File: config.mk
export PLATFORM = sky130hd
export DESIGN_NAME = ipi_mailbox_sync_region
export DESIGN_NICKNAME = d
export VERILOG_FILES = /design/src/hw/rtl/ipimb_pkg.sv /design/src/hw/rtl/ipi_mailbox_sync_region.sv
export VERILOG_INCLUDE_DIRS = /design/src /design/src/hw/rtl
export SDC_FILE = /design/constraint.sdc
export NUM_CORES = 1
export LEC_CHECK = 0
export BUFFER_PORTS_ARGS = -buffer_cell sky130_fd_sc_hd__buf_2
export CORE_MARGIN = 2
export CORE_UTILIZATION = 25
export DETAILED_ROUTE_END_ITERATION = 16
export GPL_ROUTABILITY_DRIVEN = 0
export GPL_TIMING_DRIVEN = 0
export PLACE_DENSITY = 0.41
export SETUP_SLACK_MARGIN = 0.3
export SLEW_MARGIN = 20
export SYNTH_ARGS = -nofsm -noshare
export SYNTH_HDL_FRONTEND = slang
export SYNTH_SLANG_ARGS = --single-unit
File: constraint.sdc
create_clock -name i_clk -period 10.11 [get_ports i_clk]
set_input_delay 2.022 -clock i_clk [delete_from_list [all_inputs] [get_ports i_clk]]
set_output_delay 2.022 -clock i_clk [all_outputs]
set_load 0.05 [all_outputs]
File: src/hw/rtl/ipi_mailbox_sync_region_defines.svh
// assertion macros for the ipi mailbox sync region
`ifndef IPI_MAILBOX_SYNC_REGION_DEFINES_SVH
`define IPI_MAILBOX_SYNC_REGION_DEFINES_SVH

// same-cycle implication, checked out of reset
`define IPIMB_ASSERT_NOW(lbl, clk, rst_n, ante, cons, msg) \
    lbl: assert property (@(posedge clk) disable iff (!(rst_n)) (ante) |-> (cons)) \
        else $error(msg);

// next-cycle implication, checked out of reset
`define IPIMB_ASSERT_NEXT(lbl, clk, rst_n, ante, cons, msg) \
    lbl: assert property (@(posedge clk) disable iff (!(rst_n)) (ante) |=> (cons)) \
        else $error(msg);

`endif

File: src/hw/rtl/ipimb_pkg.sv
// types and constants for the ipi mailbox sync region
package ipimb_pkg;

    localparam int REGION_BYTES = 64;
    localparam int REGION_WORDS = 16;

    localparam logic [3:0] W_ITEM   = 4'd1;
    localparam logic [3:0] W_READY  = 4'd2;
    localparam logic [3:0] W_DONE   = 4'd3;
    localparam logic [3:0] W_NHARTS = 4'd4;

    localparam logic [2:0] CMD_REGION_WR = 3'd0;
    localparam logic [2:0] CMD_REGION_RD = 3'd1;
    localparam logic [2:0] CMD_DOORBELL_WR = 3'd2;
    localparam logic [2:0] CMD_DOORBELL_RD = 3'd3;
    localparam logic [2:0] CMD_COUNTER_ST = 3'd4;
    localparam logic [2:0] CMD_INIT = 3'd5;

    localparam logic [2:0] SIZE_BYTE = 3'd1;
    localparam logic [2:0] SIZE_HALF = 3'd2;
    localparam logic [2:0] SIZE_WORD = 3'd4;

    typedef struct packed {
        logic [2:0]  cmd;
        logic [5:0]  byte_offset;
        logic [2:0]  access_size;
        logic [31:0] write_data;
        logic [2:0]  source_hart;
    } t_in_word;

    typedef struct packed {
        logic [31:0] read_data;
        logic        accepted;
        logic        ipi_sent;
        logic [2:0]  ipi_target;
    } t_out_word;

    typedef enum logic [3:0] {
        S_IDLE,
        S_BYTE_RD,
        S_BYTE_UPD,
        S_DB_RD,
        S_DB_CAP,
        S_DIV,
        S_DLV_CHK,
        S_DLV_ITEM,
        S_DLV_READY,
        S_DLV_PEND,
        S_INIT,
        S_FIN
    } t_state;

endpackage

File: src/hw/rtl/ipi_mailbox_sync_region.sv
// ipi mailbox over a 64-byte shared sync region, top level
// One word is taken at a time; the input stalls from acceptance until the result is
// loaded into the output register, which can then wait while the next word is taken.
// Region reads and writes work one byte at a time: a read of the word store, then a merge
// and write back, or for a read the capture of the byte; a rejected access ends at once.
// A doorbell read reads the done word and captures it; init clears the valid bits.
// A round-robin doorbell or counter store runs a bit-serial remainder unit and then
// writes item, ready and pending flag through the single write port of the word
// store when it delivers; a doorbell with an explicit target skips the remainder unit.
// A stalled output register holds the result in the final state. The sync words sit
// in a 16-entry store with one read and one write port, each entry with a valid bit
// cleared by reset and by init, which then marks only the hart count word valid.
`include "ipi_mailbox_sync_region_defines.svh"

module ipi_mailbox_sync_region
    import ipimb_pkg::*;
#(
    parameter int MAX_HARTS         = 8,
    parameter int PENDING_BASE_WORD = 5
) (
    input  logic      i_clk,
    input  logic      i_rst_n,
    input  logic      i_cfg_we,
    input  logic [3:0] i_cfg_wdata,
    input  logic      i_in_valid,
    output logic      o_in_stall,
    input  t_in_word  i_in_word,
    output logic      o_out_valid,
    input  logic      i_out_stall,
    output t_out_word o_out_word
);

    t_state r_state, n_state;

    logic [3:0]  r_hart_count;
    logic [31:0] r_mem [REGION_WORDS];
    logic [REGION_WORDS-1:0] r_valid;
    logic [31:0] r_rdata;

    logic [2:0]  r_cmd;
    logic [5:0]  r_pos;
    logic [1:0]  r_idx;
    logic [2:0]  r_size;
    logic [31:0] r_data;
    logic [31:0] r_item;
    logic [31:0] r_div;
    logic [3:0]  r_rem;
    logic [4:0]  r_cnt;
    logic [7:0]  r_tgt;
    logic [31:0] r_rd;
    logic        r_acc;

    logic        r_out_valid;
    t_out_word   r_out;

    logic        accept;
    logic [3:0]  eff_harts;
    logic        have_worker;
    logic [3:0]  divisor;
    logic [4:0]  div_shift;
    logic [4:0]  div_sub;
    logic [3:0]  rem_next;
    logic        size_ok;
    logic [6:0]  end_byte;
    logic        region_ok;
    logic        last_byte;
    logic [8:0]  pend_sum;
    logic        dlv_ok;
    logic [7:0]  rd_byte;
    logic [31:0] merged;
    logic        out_free;

    logic        mem_we;
    logic [3:0]  mem_waddr;
    logic [31:0] mem_wdata;
    logic        mem_init;
    logic [3:0]  mem_raddr;
    logic        out_load;

    assign accept      = i_in_valid && (r_state == S_IDLE);
    assign o_in_stall  = (r_state != S_IDLE);
    assign o_out_valid = r_out_valid;
    assign o_out_word  = r_out;
    assign out_free    = !r_out_valid || !i_out_stall;

    assign eff_harts   = (r_hart_count > 4'(MAX_HARTS)) ? 4'(MAX_HARTS) : r_hart_count;
    assign have_worker = (eff_harts >= 4'd2);
    assign divisor     = eff_harts - 4'd1;

    // restoring remainder step
    assign div_shift = {r_rem, r_div[31]};
    assign div_sub   = div_shift - {1'b0, divisor};
    assign rem_next  = (div_shift >= {1'b0, divisor}) ? div_sub[3:0] : div_shift[3:0];

    assign size_ok   = (i_in_word.access_size == SIZE_BYTE)
                    || (i_in_word.access_size == SIZE_HALF)
                    || (i_in_word.access_size == SIZE_WORD);
    assign end_byte  = {1'b0, i_in_word.byte_offset} + {4'b0, i_in_word.access_size};
    assign region_ok = size_ok && (end_byte <= 7'(REGION_BYTES));
    assign last_byte = (({1'b0, r_idx} + 3'd1) == r_size);

    assign pend_sum  = 9'(PENDING_BASE_WORD) + {1'b0, r_tgt};
    assign dlv_ok    = (r_tgt != 8'd0) && (r_tgt < {4'b0, eff_harts})
                    && (pend_sum < 9'(REGION_WORDS));

    assign rd_byte = r_rdata[8*r_pos[1:0] +: 8];
    always_comb begin
        merged = r_rdata;
        merged[8*r_pos[1:0] +: 8] = r_data[7:0];
    end

    // next state
    always_comb begin
        n_state = r_state;
        unique case (r_state)
            S_IDLE: begin
                if (accept) begin
                    unique case (i_in_word.cmd) inside
                        CMD_REGION_WR, CMD_REGION_RD:
                            n_state = region_ok ? S_BYTE_RD : S_FIN;
                        CMD_DOORBELL_WR: begin
                            if (i_in_word.access_size != SIZE_WORD) begin
                                n_state = S_FIN;
                            end else if (i_in_word.write_data[23:16] != 8'd0) begin
                                n_state = S_DLV_CHK;
                            end else begin
                                n_state = have_worker ? S_DIV : S_FIN;
                            end
                        end
                        CMD_DOORBELL_RD: n_state = S_DB_RD;
                        CMD_COUNTER_ST:
                            n_state = (i_in_word.source_hart == 3'd0 && have_worker)
                                    ? S_DIV : S_FIN;
                        CMD_INIT: n_state = S_INIT;
                        default:  n_state = S_FIN;
                    endcase
                end
            end
            S_BYTE_RD:   n_state = S_BYTE_UPD;
            S_BYTE_UPD:  n_state = last_byte ? S_FIN : S_BYTE_RD;
            S_DB_RD:     n_state = S_DB_CAP;
            S_DB_CAP:    n_state = S_FIN;
            S_DIV:       n_state = (r_cnt == 5'd31) ? S_DLV_CHK : S_DIV;
            S_DLV_CHK:   n_state = dlv_ok ? S_DLV_ITEM : S_FIN;
            S_DLV_ITEM:  n_state = S_DLV_READY;
            S_DLV_READY: n_state = S_DLV_PEND;
            S_DLV_PEND:  n_state = S_FIN;
            S_INIT:      n_state = S_FIN;
            S_FIN:       n_state = out_free ? S_IDLE : S_FIN;
            default:     n_state = S_IDLE;
        endcase
    end

    // store port controls
    always_comb begin
        mem_we    = 1'b0;
        mem_waddr = W_ITEM;
        mem_wdata = r_item;
        mem_init  = 1'b0;
        mem_raddr = r_pos[5:2];
        out_load  = 1'b0;
        unique case (r_state)
            S_BYTE_UPD: begin
                mem_we    = (r_cmd == CMD_REGION_WR);
                mem_waddr = r_pos[5:2];
                mem_wdata = merged;
            end
            S_DB_RD:     mem_raddr = W_DONE;
            S_DLV_ITEM: begin
                mem_we    = 1'b1;
                mem_waddr = W_ITEM;
                mem_wdata = r_item;
            end
            S_DLV_READY: begin
                mem_we    = 1'b1;
                mem_waddr = W_READY;
                mem_wdata = 32'd1;
            end
            S_DLV_PEND: begin
                mem_we    = 1'b1;
                mem_waddr = pend_sum[3:0];
                mem_wdata = 32'd1;
            end
            S_INIT: begin
                mem_init  = 1'b1;
                mem_waddr = W_NHARTS;
                mem_wdata = {28'd0, r_hart_count};
            end
            S_FIN:       out_load = out_free;
            default: begin
            end
        endcase
    end

    always_ff @(posedge i_clk) begin
        if (!i_rst_n) begin
            r_state      <= S_IDLE;
            r_hart_count <= 4'd1;
            r_valid      <= '0;
            r_out_valid  <= 1'b0;
        end else begin
            r_state <= n_state;
            if (i_cfg_we) begin
                r_hart_count <= i_cfg_wdata;
            end
            if (mem_init) begin
                r_valid <= {{(REGION_WORDS-1){1'b0}}, 1'b1} << W_NHARTS;
            end else if (mem_we) begin
                r_valid[mem_waddr] <= 1'b1;
            end
            if (out_load) begin
                r_out_valid <= 1'b1;
            end else if (!i_out_stall) begin
                r_out_valid <= 1'b0;
            end
        end
    end

    // word store
    always_ff @(posedge i_clk) begin
        if (mem_we || mem_init) begin
            r_mem[mem_waddr] <= mem_wdata;
        end
        r_rdata <= r_valid[mem_raddr] ? r_mem[mem_raddr] : 32'd0;
    end

    always_ff @(posedge i_clk) begin
        if (out_load) begin
            r_out.read_data  <= r_rd;
            r_out.accepted   <= r_acc;
            r_out.ipi_sent   <= (r_tgt != 8'd0);
            r_out.ipi_target <= r_tgt[2:0];
        end
        unique case (r_state)
            S_IDLE: begin
                if (accept) begin
                    r_cmd  <= i_in_word.cmd;
                    r_pos  <= i_in_word.byte_offset;
                    r_idx  <= 2'd0;
                    r_size <= i_in_word.access_size;
                    r_data <= i_in_word.write_data;
                    r_rem  <= 4'd0;
                    r_cnt  <= 5'd0;
                    r_rd   <= 32'd0;
                    if (i_in_word.cmd == CMD_DOORBELL_WR) begin
                        r_item <= {16'd0, i_in_word.write_data[15:0]};
                        r_div  <= {16'd0, i_in_word.write_data[15:0]};
                        r_tgt  <= (i_in_word.access_size == SIZE_WORD)
                                ? i_in_word.write_data[23:16] : 8'd0;
                    end else begin
                        r_item <= i_in_word.write_data;
                        r_div  <= i_in_word.write_data;
                        r_tgt  <= 8'd0;
                    end
                    unique case (i_in_word.cmd) inside
                        CMD_REGION_WR, CMD_REGION_RD: r_acc <= region_ok;
                        CMD_DOORBELL_WR: r_acc <= (i_in_word.access_size == SIZE_WORD);
                        CMD_DOORBELL_RD, CMD_COUNTER_ST, CMD_INIT: r_acc <= 1'b1;
                        default: r_acc <= 1'b0;
                    endcase
                end
            end
            S_BYTE_UPD: begin
                if (r_cmd == CMD_REGION_RD) begin
                    r_rd[8*r_idx +: 8] <= rd_byte;
                end
                r_pos  <= r_pos + 6'd1;
                r_idx  <= r_idx + 2'd1;
                r_data <= {8'd0, r_data[31:8]};
            end
            S_DB_CAP: r_rd <= r_rdata;
            S_DIV: begin
                r_rem <= rem_next;
                r_div <= {r_div[30:0], 1'b0};
                r_cnt <= r_cnt + 5'd1;
                if (r_cnt == 5'd31) begin
                    r_tgt <= {4'd0, rem_next} + 8'd1;
                end
            end
            S_DLV_CHK: begin
                if (!dlv_ok) begin
                    r_tgt <= 8'd0;
                end
            end
            default: begin
            end
        endcase
    end

    `IPIMB_ASSERT_NEXT(a_accept_leaves_idle, i_clk, i_rst_n, accept, r_state != S_IDLE, "accepted word left sequencer idle")
    `IPIMB_ASSERT_NOW(a_rem_below_divisor, i_clk, i_rst_n, r_state == S_DIV, r_rem < divisor, "remainder not below divisor")
    `IPIMB_ASSERT_NOW(a_sent_needs_accept, i_clk, i_rst_n, o_out_valid && o_out_word.ipi_sent, o_out_word.accepted, "interrupt on rejected word")
    `IPIMB_ASSERT_NOW(a_no_target_unsent, i_clk, i_rst_n, o_out_valid && !o_out_word.ipi_sent, o_out_word.ipi_target == 3'd0, "target without interrupt")
    `IPIMB_ASSERT_NOW(a_data_needs_accept, i_clk, i_rst_n, o_out_valid && (o_out_word.read_data != 32'd0), o_out_word.accepted, "read data on rejected word")

endmodule

# After elaboration in Yosys (flattened, before gate mapping)

Memory sizes are Yosys's and may differ from the RTL's. A register that Yosys moved wholly into a read port is not among the register bits.
Cells that the tools add are included.

Output and inout port bits: 39
Word-level logic and storage cells: 168
Memory bits (writable): 512
Memories kept: 1
Bits of input ports: 56
Flip-flop bits (word level): 222

Equal/unequal tests: 28
$add $sub $neg: 11
Shift operators: 5
$lt $le $gt $ge: 9
Bitwise gates (word level): 2
Muxes and demuxes: 55
Reduce and logical (&&, ||, !) cells: 36

Memory list:

| memory | words | bits a word | rd ports | clocked after memory_dff | wr ports | line                          | RTL |
|---|---|---|---|---|---|---|---|
| r_mem  | 16    | 32          | 1        | 1                        | 1        | ipi_mailbox_sync_region.sv:36 | `logic [31:0] r_mem [REGION_WORDS];` |

Operators with widths:

| cell                                                                          | count |
|---|---|
| 32-bit one-hot mux with 3 select lines                                        | 2 |
| 32-bit two-way mux                                                            | 5 |
| 32-bit one-hot mux with 2 select lines                                        | 2 |
| 5-bit negation with 34-bit output                                             | 2 |
| 8-bit by 34-bit variable shift with 32-bit output (first input constant)      | 2 |
| 8-bit by 34-bit variable part select with 32-bit output                       | 2 |
| 32-bit bitwise mux                                                            | 2 |
| 4-bit two-way mux                                                             | 13 |
| 8-bit two-way mux                                                             | 5 |
| 4-bit one-hot mux with 10 select lines                                        | 1 |
| 32-bit by 6-bit variable part select with 8-bit output                        | 1 |
| 8-bit one-hot mux with 3 select lines                                         | 1 |
| 4-bit one-hot mux with 5 select lines                                         | 1 |
| 4-bit by 3-bit == test with 1-bit output (second input constant)              | 4 |
| 4-bit == test (second input constant)                                         | 4 |
| 16-bit bitwise OR                                                             | 1 |
| 4-bit one-hot mux with 4 select lines                                         | 1 |
| 8-bit nonzero test                                                            | 2 |
| 5-bit two-way mux                                                             | 3 |
| 6-bit one-hot mux with 2 select lines                                         | 1 |
| 4-bit by 5-bit less-than comparator with 1-bit output (second input constant) | 2 |
| 5-bit one-hot mux with 2 select lines                                         | 1 |
| 3-bit by 8-bit adder with 9-bit output (first input constant)                 | 1 |
| 3-bit by 1-bit == test with 1-bit output (second input constant)              | 3 |
| 47 further kinds                                                              | 84 |

# Longest topological paths before layout

Gate-level depths: netlist of run 1.

Word-level depth: 9
Mapped depth: 12
Gate-level depth less buffers: 12

# Worst setup path before layout of run 1

No wires, ideal clock.

Path type: input port to flip-flop
Start: in i_out_stall
End: reg r_out, in the netlist o_out_word[0], enable pin
Data arrival time: 3865 ps
Setup time: 444 ps
Required time: 9666 ps
Stages on the path: 1
Path slack: 5801 ps
Buffers on the path: 0
Cells stage by stage: a21oi_1

Cells in the longest elaborated chain, start to end: 3

Ends and longest elaborated chain:

| item              | line                           | RTL |
|---|---|---|
| from (decl)       | ipi_mailbox_sync_region.sv:29  | `input logic i_out_stall,` |
| 1-bit zero test   | -                              |  |
| 1-bit logical OR  | ipi_mailbox_sync_region.sv:84  | `assign out_free = !r_out_valid \|\| !i_out_stall;` |
| 1-bit two-way mux | ipi_mailbox_sync_region.sv:162 | `unique case (r_state)` |
| to (decl)         | ipi_mailbox_sync_region.sv:54  | `t_out_word r_out;` |

No other way between the ends.
A chain may end at the register's enable or synchronous reset.

# Worst setup path after layout of run 1

Start: reg r_state[0]
End: out o_in_stall

Cells in the longest elaborated chain, start to end: 1

Ends and longest elaborated chain:

| item                   | line                           | RTL |
|---|---|---|
| from (decl)            | ipi_mailbox_sync_region.sv:33  | `t_state r_state, n_state;` |
| from (signal assigned) | ipi_mailbox_sync_region.sv:202 | `r_state <= n_state;` |
| 4-bit nonzero test     | ipi_mailbox_sync_region.sv:81  | `assign o_in_stall = (r_state != S_IDLE);` |
| to (decl)              | ipi_mailbox_sync_region.sv:26  | `output logic o_in_stall,` |

No other way between the ends.

==> results of run 1 <==
cell families after synthesis:
family	Yosys count	share of synthesized area, %
multiplexers	226	7.96
AO/OA/AOI/OAI	521	10.2
AND/OR/NAND/NOR	520	7.92
buffers and inverters	162	2.09
XOR/XNOR	18	0.493
adder cells (fa/ha/maj)	29	1.18
flip-flops	766	70.2
layer usage:
layer	routed length, um	GRT usage, %	up-vias
li1	-	-	9084
met1	46200	21.0	10300
met2	49900	25.9	581
met3	5420	2.30	113
met4	2060	4.17	4
met5	23	0	-
worst max path at each step:
stage / start / end / slack (ns) / cells past startpoint
global route: r_state[0] / o_in_stall / 5.68 / 5
global placement: r_pos[3] / r_mem[14][7] / 3.84 / 6
finish: r_state[0] / o_in_stall / 5.78 / 5
CTS: r_state[0] / o_in_stall / 5.75 / 5
detailed placement: i_in_word[38] / r_acc / 5.91 / 8
floorplan: i_out_stall / o_out_word[0] / 5.80 / 1
state kept, by name, indices dropped and copies added (netlist names), 6 cells and up:
signal      flops
o_out_word     37
r_data         32
r_div          32
r_item         32
r_mem         512
r_pos           6
r_rd           32
r_rdata        32
r_tgt           8
r_valid        16
placed cells by master, fill, tap and decap left out, types with 7 or more instances in the layout:
cell type and count:
clkbuf_8 7, mux4_2 8, bufinv_16 10, xnor2_1 9, clkinv_1 17, nand2b_1 7
and2_1 35, clkbuf_16 89, dfxtp_1 57, nor3_1 75, mux2i_1 73, nor2_1 29
a221oi_1 65, a21oi_1 147, inv_1 19, clkbuf_1 99, nand2_1 227, o21ai_2 26
o21a_1 48, nor2b_1 78, nand3_1 11, buf_6 15, mux2_2 145, o21ai_0 120
buf_12 18, xor2_1 9, buf_8 9, a22oi_1 68, clkinv_2 10, buf_1 29
edfxtp_1 709, buf_2 123, buf_16 9, ha_1 27, nor2_4 16
power breakdown:
part | switching (mW) | total (mW) | leakage [nW] | internal (mW)
clock | 1.31 | 3.23 | 1.43 | 1.93
combinational | 2.96 | 4.29 | 4.65 | 1.32
sequential | 0.323 | 4.76 | 6.98 | 4.44
synth_stat cells, types with 45 or more instances:
| library cell | count | area [sq um] |
|---|---|---|
| mux2_2 | 145 | 1630 |
| o21a_1 | 48 | 360 |
| a22oi_1 | 68 | 510 |
| nor2b_1 | 78 | 488 |
| clkbuf_1 | 81 | 304 |
| nor3_1 | 77 | 385 |
| dfxtp_1 | 57 | 1140 |
| nor2_1 | 45 | 169 |
| edfxtp_1 | 709 | 21300 |
| mux2i_1 | 73 | 731 |
| a221oi_1 | 65 | 569 |
| nand2_1 | 229 | 860 |
| o21ai_0 | 151 | 756 |
| a21oi_1 | 149 | 746 |
worst max-delay path: stages (launching register included):
cell      delay, ns
dfxtp_1        0.30
buf_6          0.13
clkbuf_1       0.22
nor4_2         0.56
inv_1          0.16
buf_2          0.27
area by class of cell:
cell class,instances,area share [%]
Timing Repair Buffer,148,3.61
Tap cell,1662,5.38
Multi-Input combinational cell,1314,23.6
Inverter,20,0.194
Antenna cell,2,0.0130
Sequential cell,766,58.0
Buffer,142,1.53
Clock inverter,49,1.39
Clock buffer,114,6.19
==> results.md, run 1 <==
- Post-Synthesis Cells: 2242
- Via/cell ratio: 4.77
- Placed cells: 4052
- Final worst slack: 5.78 ns
- Hold_buf cts: 0
- Fin area: 38600 sq um
- Register clock-pin slew on the reported worst setup and hold paths: 0.06 ns
- Total Power: 12.3 mW
- Leak: 13.1 nW
- Critical path type: flop to output port
- First drt pass iteration count: 5
- Aggregate global routing overflow: 0
- Final setup violating endpoints: 0
- Hold crit path type: flop to flop
- Setup TNS: 0 ns
- Global-route usage over all layers: 15.5%
- Clk_lat worst skew: 0.66 ns
- R2r setup slk: 6.10 ns
- Wirelength, routed: 104000 um
- Register Area: 22400 sq um
- Setup crit end kind: output port
- Die area: 131000 sq um
- Multi-input gate area: 9140 sq um
- Post_cts resized: 0
- Cell area after synthesis: 32000 sq um
- Largest net degree at the start of global routing: 33
- Placed Area: 35700 sq um
- Antenna Nets Post-Route: 0
- Final net count: 2565
- Post-layout util: 30.4%
- Postcts setup bufs: 0
- DP HPWL: 74600 um
- Number of global-route vias before repair: 20800
- Asr flop ratio synth: 0%
- Fin crit period: 4.33 ns
- Antenna violations before repair: 5
- #FFs+latches synth: 766
- RSZ-0062 raised after global routing: no
- TritonCTS Buffers: 88
- Avg Inst Size Synth: 14.3 sq um
- Sink Count: 766
- Global-route wire length before repair: 148000 um
- Element type at the critical path start: flop
- R2r worst-path depth: 7
- Register area share after synthesis: 70.2%
- CTS tree: done
- Post-synth net total: 2327
- Yosys Warn Count: 0
- Chip width: 362 um
- Reg2Reg Launch Point: r_pos[1]
- CP max FO: 10
- Row count: 131
- Fill cells: 12700
- Cell Pwr Density: 318 nW/um^2
- Outcome: finished clean
- EDFF count, synth: 709
- Clock Skews: 0.0249 ns
- Max Clock Freq: 231 MHz
- Period utilization: 42.8%
- Initial DRC count: 1937
- Boundary pin count: 95
- WHS: 0.424 ns
- Share of layout cells above drive strength 1: 20.4%
- Clock Tree Buf Depth: 3
- Chip height: 362 um
- Starting Density: 25.1%
- Distinct cell type count after synthesis: 65
- Max rail drop VDD: 158 uV
- Hold_sp: r_acc
- CORE AREA: 127000 sq um
- Max-Cap Viols: 0
- Wire per inst: 24.6 um
- P&R area growth vs syn: 20.9%
- Final Max Slew Viols: 0
- Slew at the pin closest to its max-slew limit: 1.08 ns
- Cell Count, Final, Fillers Out: 4217
- Worst slew margin: 27.7%
- WP data arrival: 2.31 ns
- DP Worst Slack: 5.91 ns
- Port bufs: 93
- Total number of vias: 20100
- CTS H-tree lvls: 3
- Drt drc: 0
- Clock root cell: clkbuf_16
- Hold path cells: 0
- Final hold vios: 0
- Hold path endpoint: o_out_word[4]
- CP required: 8.09 ns
- Capturing point of the worst reg2reg path: r_mem[4][15]
- Synth Flop Type: edfxtp_1
No activity file was read; power rests on OpenSTA's default activity.
==> inputs of run 2 (changes only) <==
--- a/config.mk
+++ b/config.mk
@@ -12,7 +12,7 @@
 export DETAILED_ROUTE_END_ITERATION = 16
 export GPL_ROUTABILITY_DRIVEN = 0
 export GPL_TIMING_DRIVEN = 0
-export PLACE_DENSITY = 0.41
+export PLACE_DENSITY = 0.42
 export SETUP_SLACK_MARGIN = 0.3
 export SLEW_MARGIN = 20
 export SYNTH_ARGS = -nofsm -noshare
==> constraint.sdc (replaced) <==
create_clock -name i_clk -period 3.9 [get_ports i_clk]
set_input_delay 0.78 -clock i_clk [delete_from_list [all_inputs] [get_ports i_clk]]
set_output_delay 0.78 -clock i_clk [all_outputs]
set_load 0.05 [all_outputs]
==> run 2 against run 1 <==
Net effect: wire length fell by 0.66%; cell count fell by 0.26%; power rose to 2.5 times the previous value; largest power group unchanged.
==> results.md, run 2 (synthesis results as in run 1) <==
- Outcome: finished clean (unchanged)
- Die area: 131000 sq um (unchanged)
- Hold_buf cts: 0 (unchanged)
- CTS tree: done (unchanged)
- Wirelength, routed: 103000 um (was 104000 um)
- Wire per inst: 24.5 um (was 24.6 um)
- Antenna violations before repair: 10 (was 5)
- Top reg by flops: r_mem (unchanged)
- Initial DRC count: 1986 (was 1937)
- Clock root cell: clkbuf_16 (unchanged)
- CORE AREA: 127000 sq um (unchanged)
- Antenna Nets Post-Route: 0 (unchanged)
- Max Clock Freq: 284 MHz
- Critical path cell sequence: clkbuf_1 > clkbuf_1 > clkbuf_1 > o21ai_0 > nand3_1 > nor2_4 > buf_12 (was buf_6 > clkbuf_1 > nor4_2 > inv_1 > buf_2)
- R2r setup slk: 0.38 ns (was 6.10 ns)
- Clock Tree Buf Depth: 3 (unchanged)
- CP most frequent cell: clkbuf_1
- Clk_lat worst skew: 0.64 ns (was 0.66 ns)
- Via/cell ratio: 4.82 (was 4.77)
- Capturing point of the worst reg2reg path: r_mem[3][6] (was r_mem[4][15])
- Share of layout cells above drive strength 1: 20.1% (was 20.4%)
- Hold_sp: i_in_word[45] (was r_acc)
- Drt drc: 0 (unchanged)
- Hold path endpoint: r_cmd[1] (was o_out_word[4])
- Final hold vios: 0 (unchanged)
- Placed cells: 4048 (was 4052)
- Chip height: 362 um (unchanged)
- Global-route wire length before repair: 147000 um (was 148000 um)
- Max rail drop VDD: 363 uV (was 158 uV)
- Port bufs: 93 (unchanged)
- Max-Cap Viols: 0 (unchanged)
- Critical path type: flop to flop (was flop to output port)
- Clock Skews: 0.0213 ns (was 0.0249 ns)
- P&R area growth vs syn: 20.0% (was 20.9%)
- WP data arrival: 3.91 ns (was 2.31 ns)
- Sink Count: 766 (unchanged)
- R2r worst-path depth: 7 (unchanged)
- Chip width: 362 um (unchanged)
- Final setup violating endpoints: 0 (unchanged)
- Global-route usage over all layers: 15.4% (was 15.5%)
- Setup crit end kind: flop (was output port)
- Largest net degree at the start of global routing: 33 (unchanged)
- Starting Density: 25.1% (unchanged)
- Final net count: 2560 (was 2565)
- Post_cts resized: 5 (was 0)
- Fin area: 38400 sq um (was 38600 sq um)
- WHS: 0.354 ns (was 0.424 ns)
- Fin crit period: 3.52 ns
- Element type at the critical path start: flop (unchanged)
- Postcts setup bufs: 0 (unchanged)
- Max reg flops: 512 (unchanged)
- Worst slew margin: 30.5% (was 27.7%)
- Cell Count, Final, Fillers Out: 4206 (was 4217)
- Commonest cells after routing, fill and taps aside: edfxtp_1, nand2_1, a21oi_1 (unchanged)
- Number of global-route vias before repair: 20600 (was 20800)
- CP Buf/Inv Count: 4 (unchanged)
- Post-layout util: 30.2% (was 30.4%)
- Total number of vias: 20300 (was 20100)
- CTS H-tree lvls: 3 (unchanged)
- First drt pass iteration count: 5 (unchanged)
- Row count: 131 (unchanged)
- Setup TNS: 0 ns (unchanged)
- Placed Area: 35600 sq um (was 35700 sq um)
- Fill cells: 12700 (about the same)
- RSZ-0062 raised after global routing: yes (was no)
- Register clock-pin slew on the reported worst setup and hold paths: 0.06 ns (about the same)
- Hold crit path type: input pin to flop (was flop to flop)
- Boundary pin count: 95 (unchanged)
- Reg2Reg Launch Point: r_pos[4] (was r_pos[1])
- Aggregate global routing overflow: 0 (unchanged)
- Commonest non-fill, non-tap cell in the layout: edfxtp_1 (unchanged)
- Leak: 12.9 nW (was 13.1 nW)
- CP required: 4.29 ns (was 8.09 ns)
- Top Family by Delay on Critical Path: buffers and inverters (unchanged)
- Crit path largest cell delay: 0.74 ns (was 0.56 ns)
- TritonCTS Buffers: 87 (was 88)
- CP max stage cell: clkbuf_1 (was nor4_2)
- CP max FO: 22 (was 10)
- Period utilization: 90.2%
- Cell Pwr Density: 813 nW/um^2 (was 318 nW/um^2)
- DP HPWL: 73800 um (was 74600 um)
- Slew at the pin closest to its max-slew limit: 1.04 ns (was 1.08 ns)
- Final Max Slew Viols: 0 (unchanged)
- Hold path cells: 1 (was 0)
==> run 2: cell count changes in the layout (fill, tap and decap cells not counted), sizes merged <==
cell / delta
clkbuf: +5
bufinv: -6
buf: -5
inv: -6
clkinv: +1
==> run 2: report_power, final <==
group | total, mW | switching, mW | internal [mW]
Sequential | 12.4 | 0.840 | 11.5
Clock | 7.78 | 3.28 | 4.50
Combinational | 11.0 | 7.66 | 3.38
==> run 2: stage by stage <==
| step | power [mW] | setup slack [ns] |
|---|---|---|
| global placement | 22.7 | -2.43 |
| floorplan | 18.3 | 0.460 |
| finish | 31.2 | 0.381 |
| detailed placement | 23.5 | 0.0629 |
| global route | 32.6 | 0.291 |
| CTS | 31.4 | 0.401 |
==> run 2: worst register-to-register path, delay by kind of cell, from the launching register on <==
| kind | cells | cell delay, ns |
|---|---|---|
| buffers and inverters | 4 | 2.04 |
| and+or+nand+nor | 2 | 0.62 |
| AOI/OAI and AO/OA | 1 | 0.26 |
| DFF | 1 | 0.34 |
==> run 2: cell type report <==
type / count / area [sq um] / share of cell area (%)
diodes: 2 / 5.00 / 0.0130
plain buffers: 142 / 596 / 1.55
clock buffers: 118 / 2370 / 6.17
clock inverters: 38 / 300 / 0.783
inverters: 20 / 75.1 / 0.196
multi-input cells: 1314 / 9190 / 24.0
flip-flops and latches: 766 / 22400 / 58.5
well taps: 1662 / 2080 / 5.42
repair buffers: 144 / 1320 / 3.43
==> run 2: worst max-delay path by stage <==
| stage | cells after the start | endpoint | slack, ns | start |
|---|---|---|---|---|
| after floorplan | 4 | r_rd[0] | 0.46 | r_state[2] |
| after global placement | 6 | r_mem[14][7] | -2.43 | r_pos[3] |
| after detailed placement | 7 | r_mem[6][15] | 0.06 | r_pos[1] |
| after CTS | 6 | r_mem[12][28] | 0.40 | r_pos[1] |
| after global routing | 7 | r_mem[3][31] | 0.29 | r_pos[4] |
| final | 7 | r_mem[3][6] | 0.38 | r_pos[4] |
==> run 2: metal layers <==
| layer | up-vias | share of wire (%) | track usage, % |
|---|---|---|---|
| li1 | 9067 | - | - |
| met1 | 10400 | 44 | 20.7 |
| met2 | 686 | 48 | 25.9 |
| met5 | - | 0.073 | 0 |
| met4 | 12 | 2.1 | 4.00 |
| met3 | 134 | 6.1 | 2.56 |
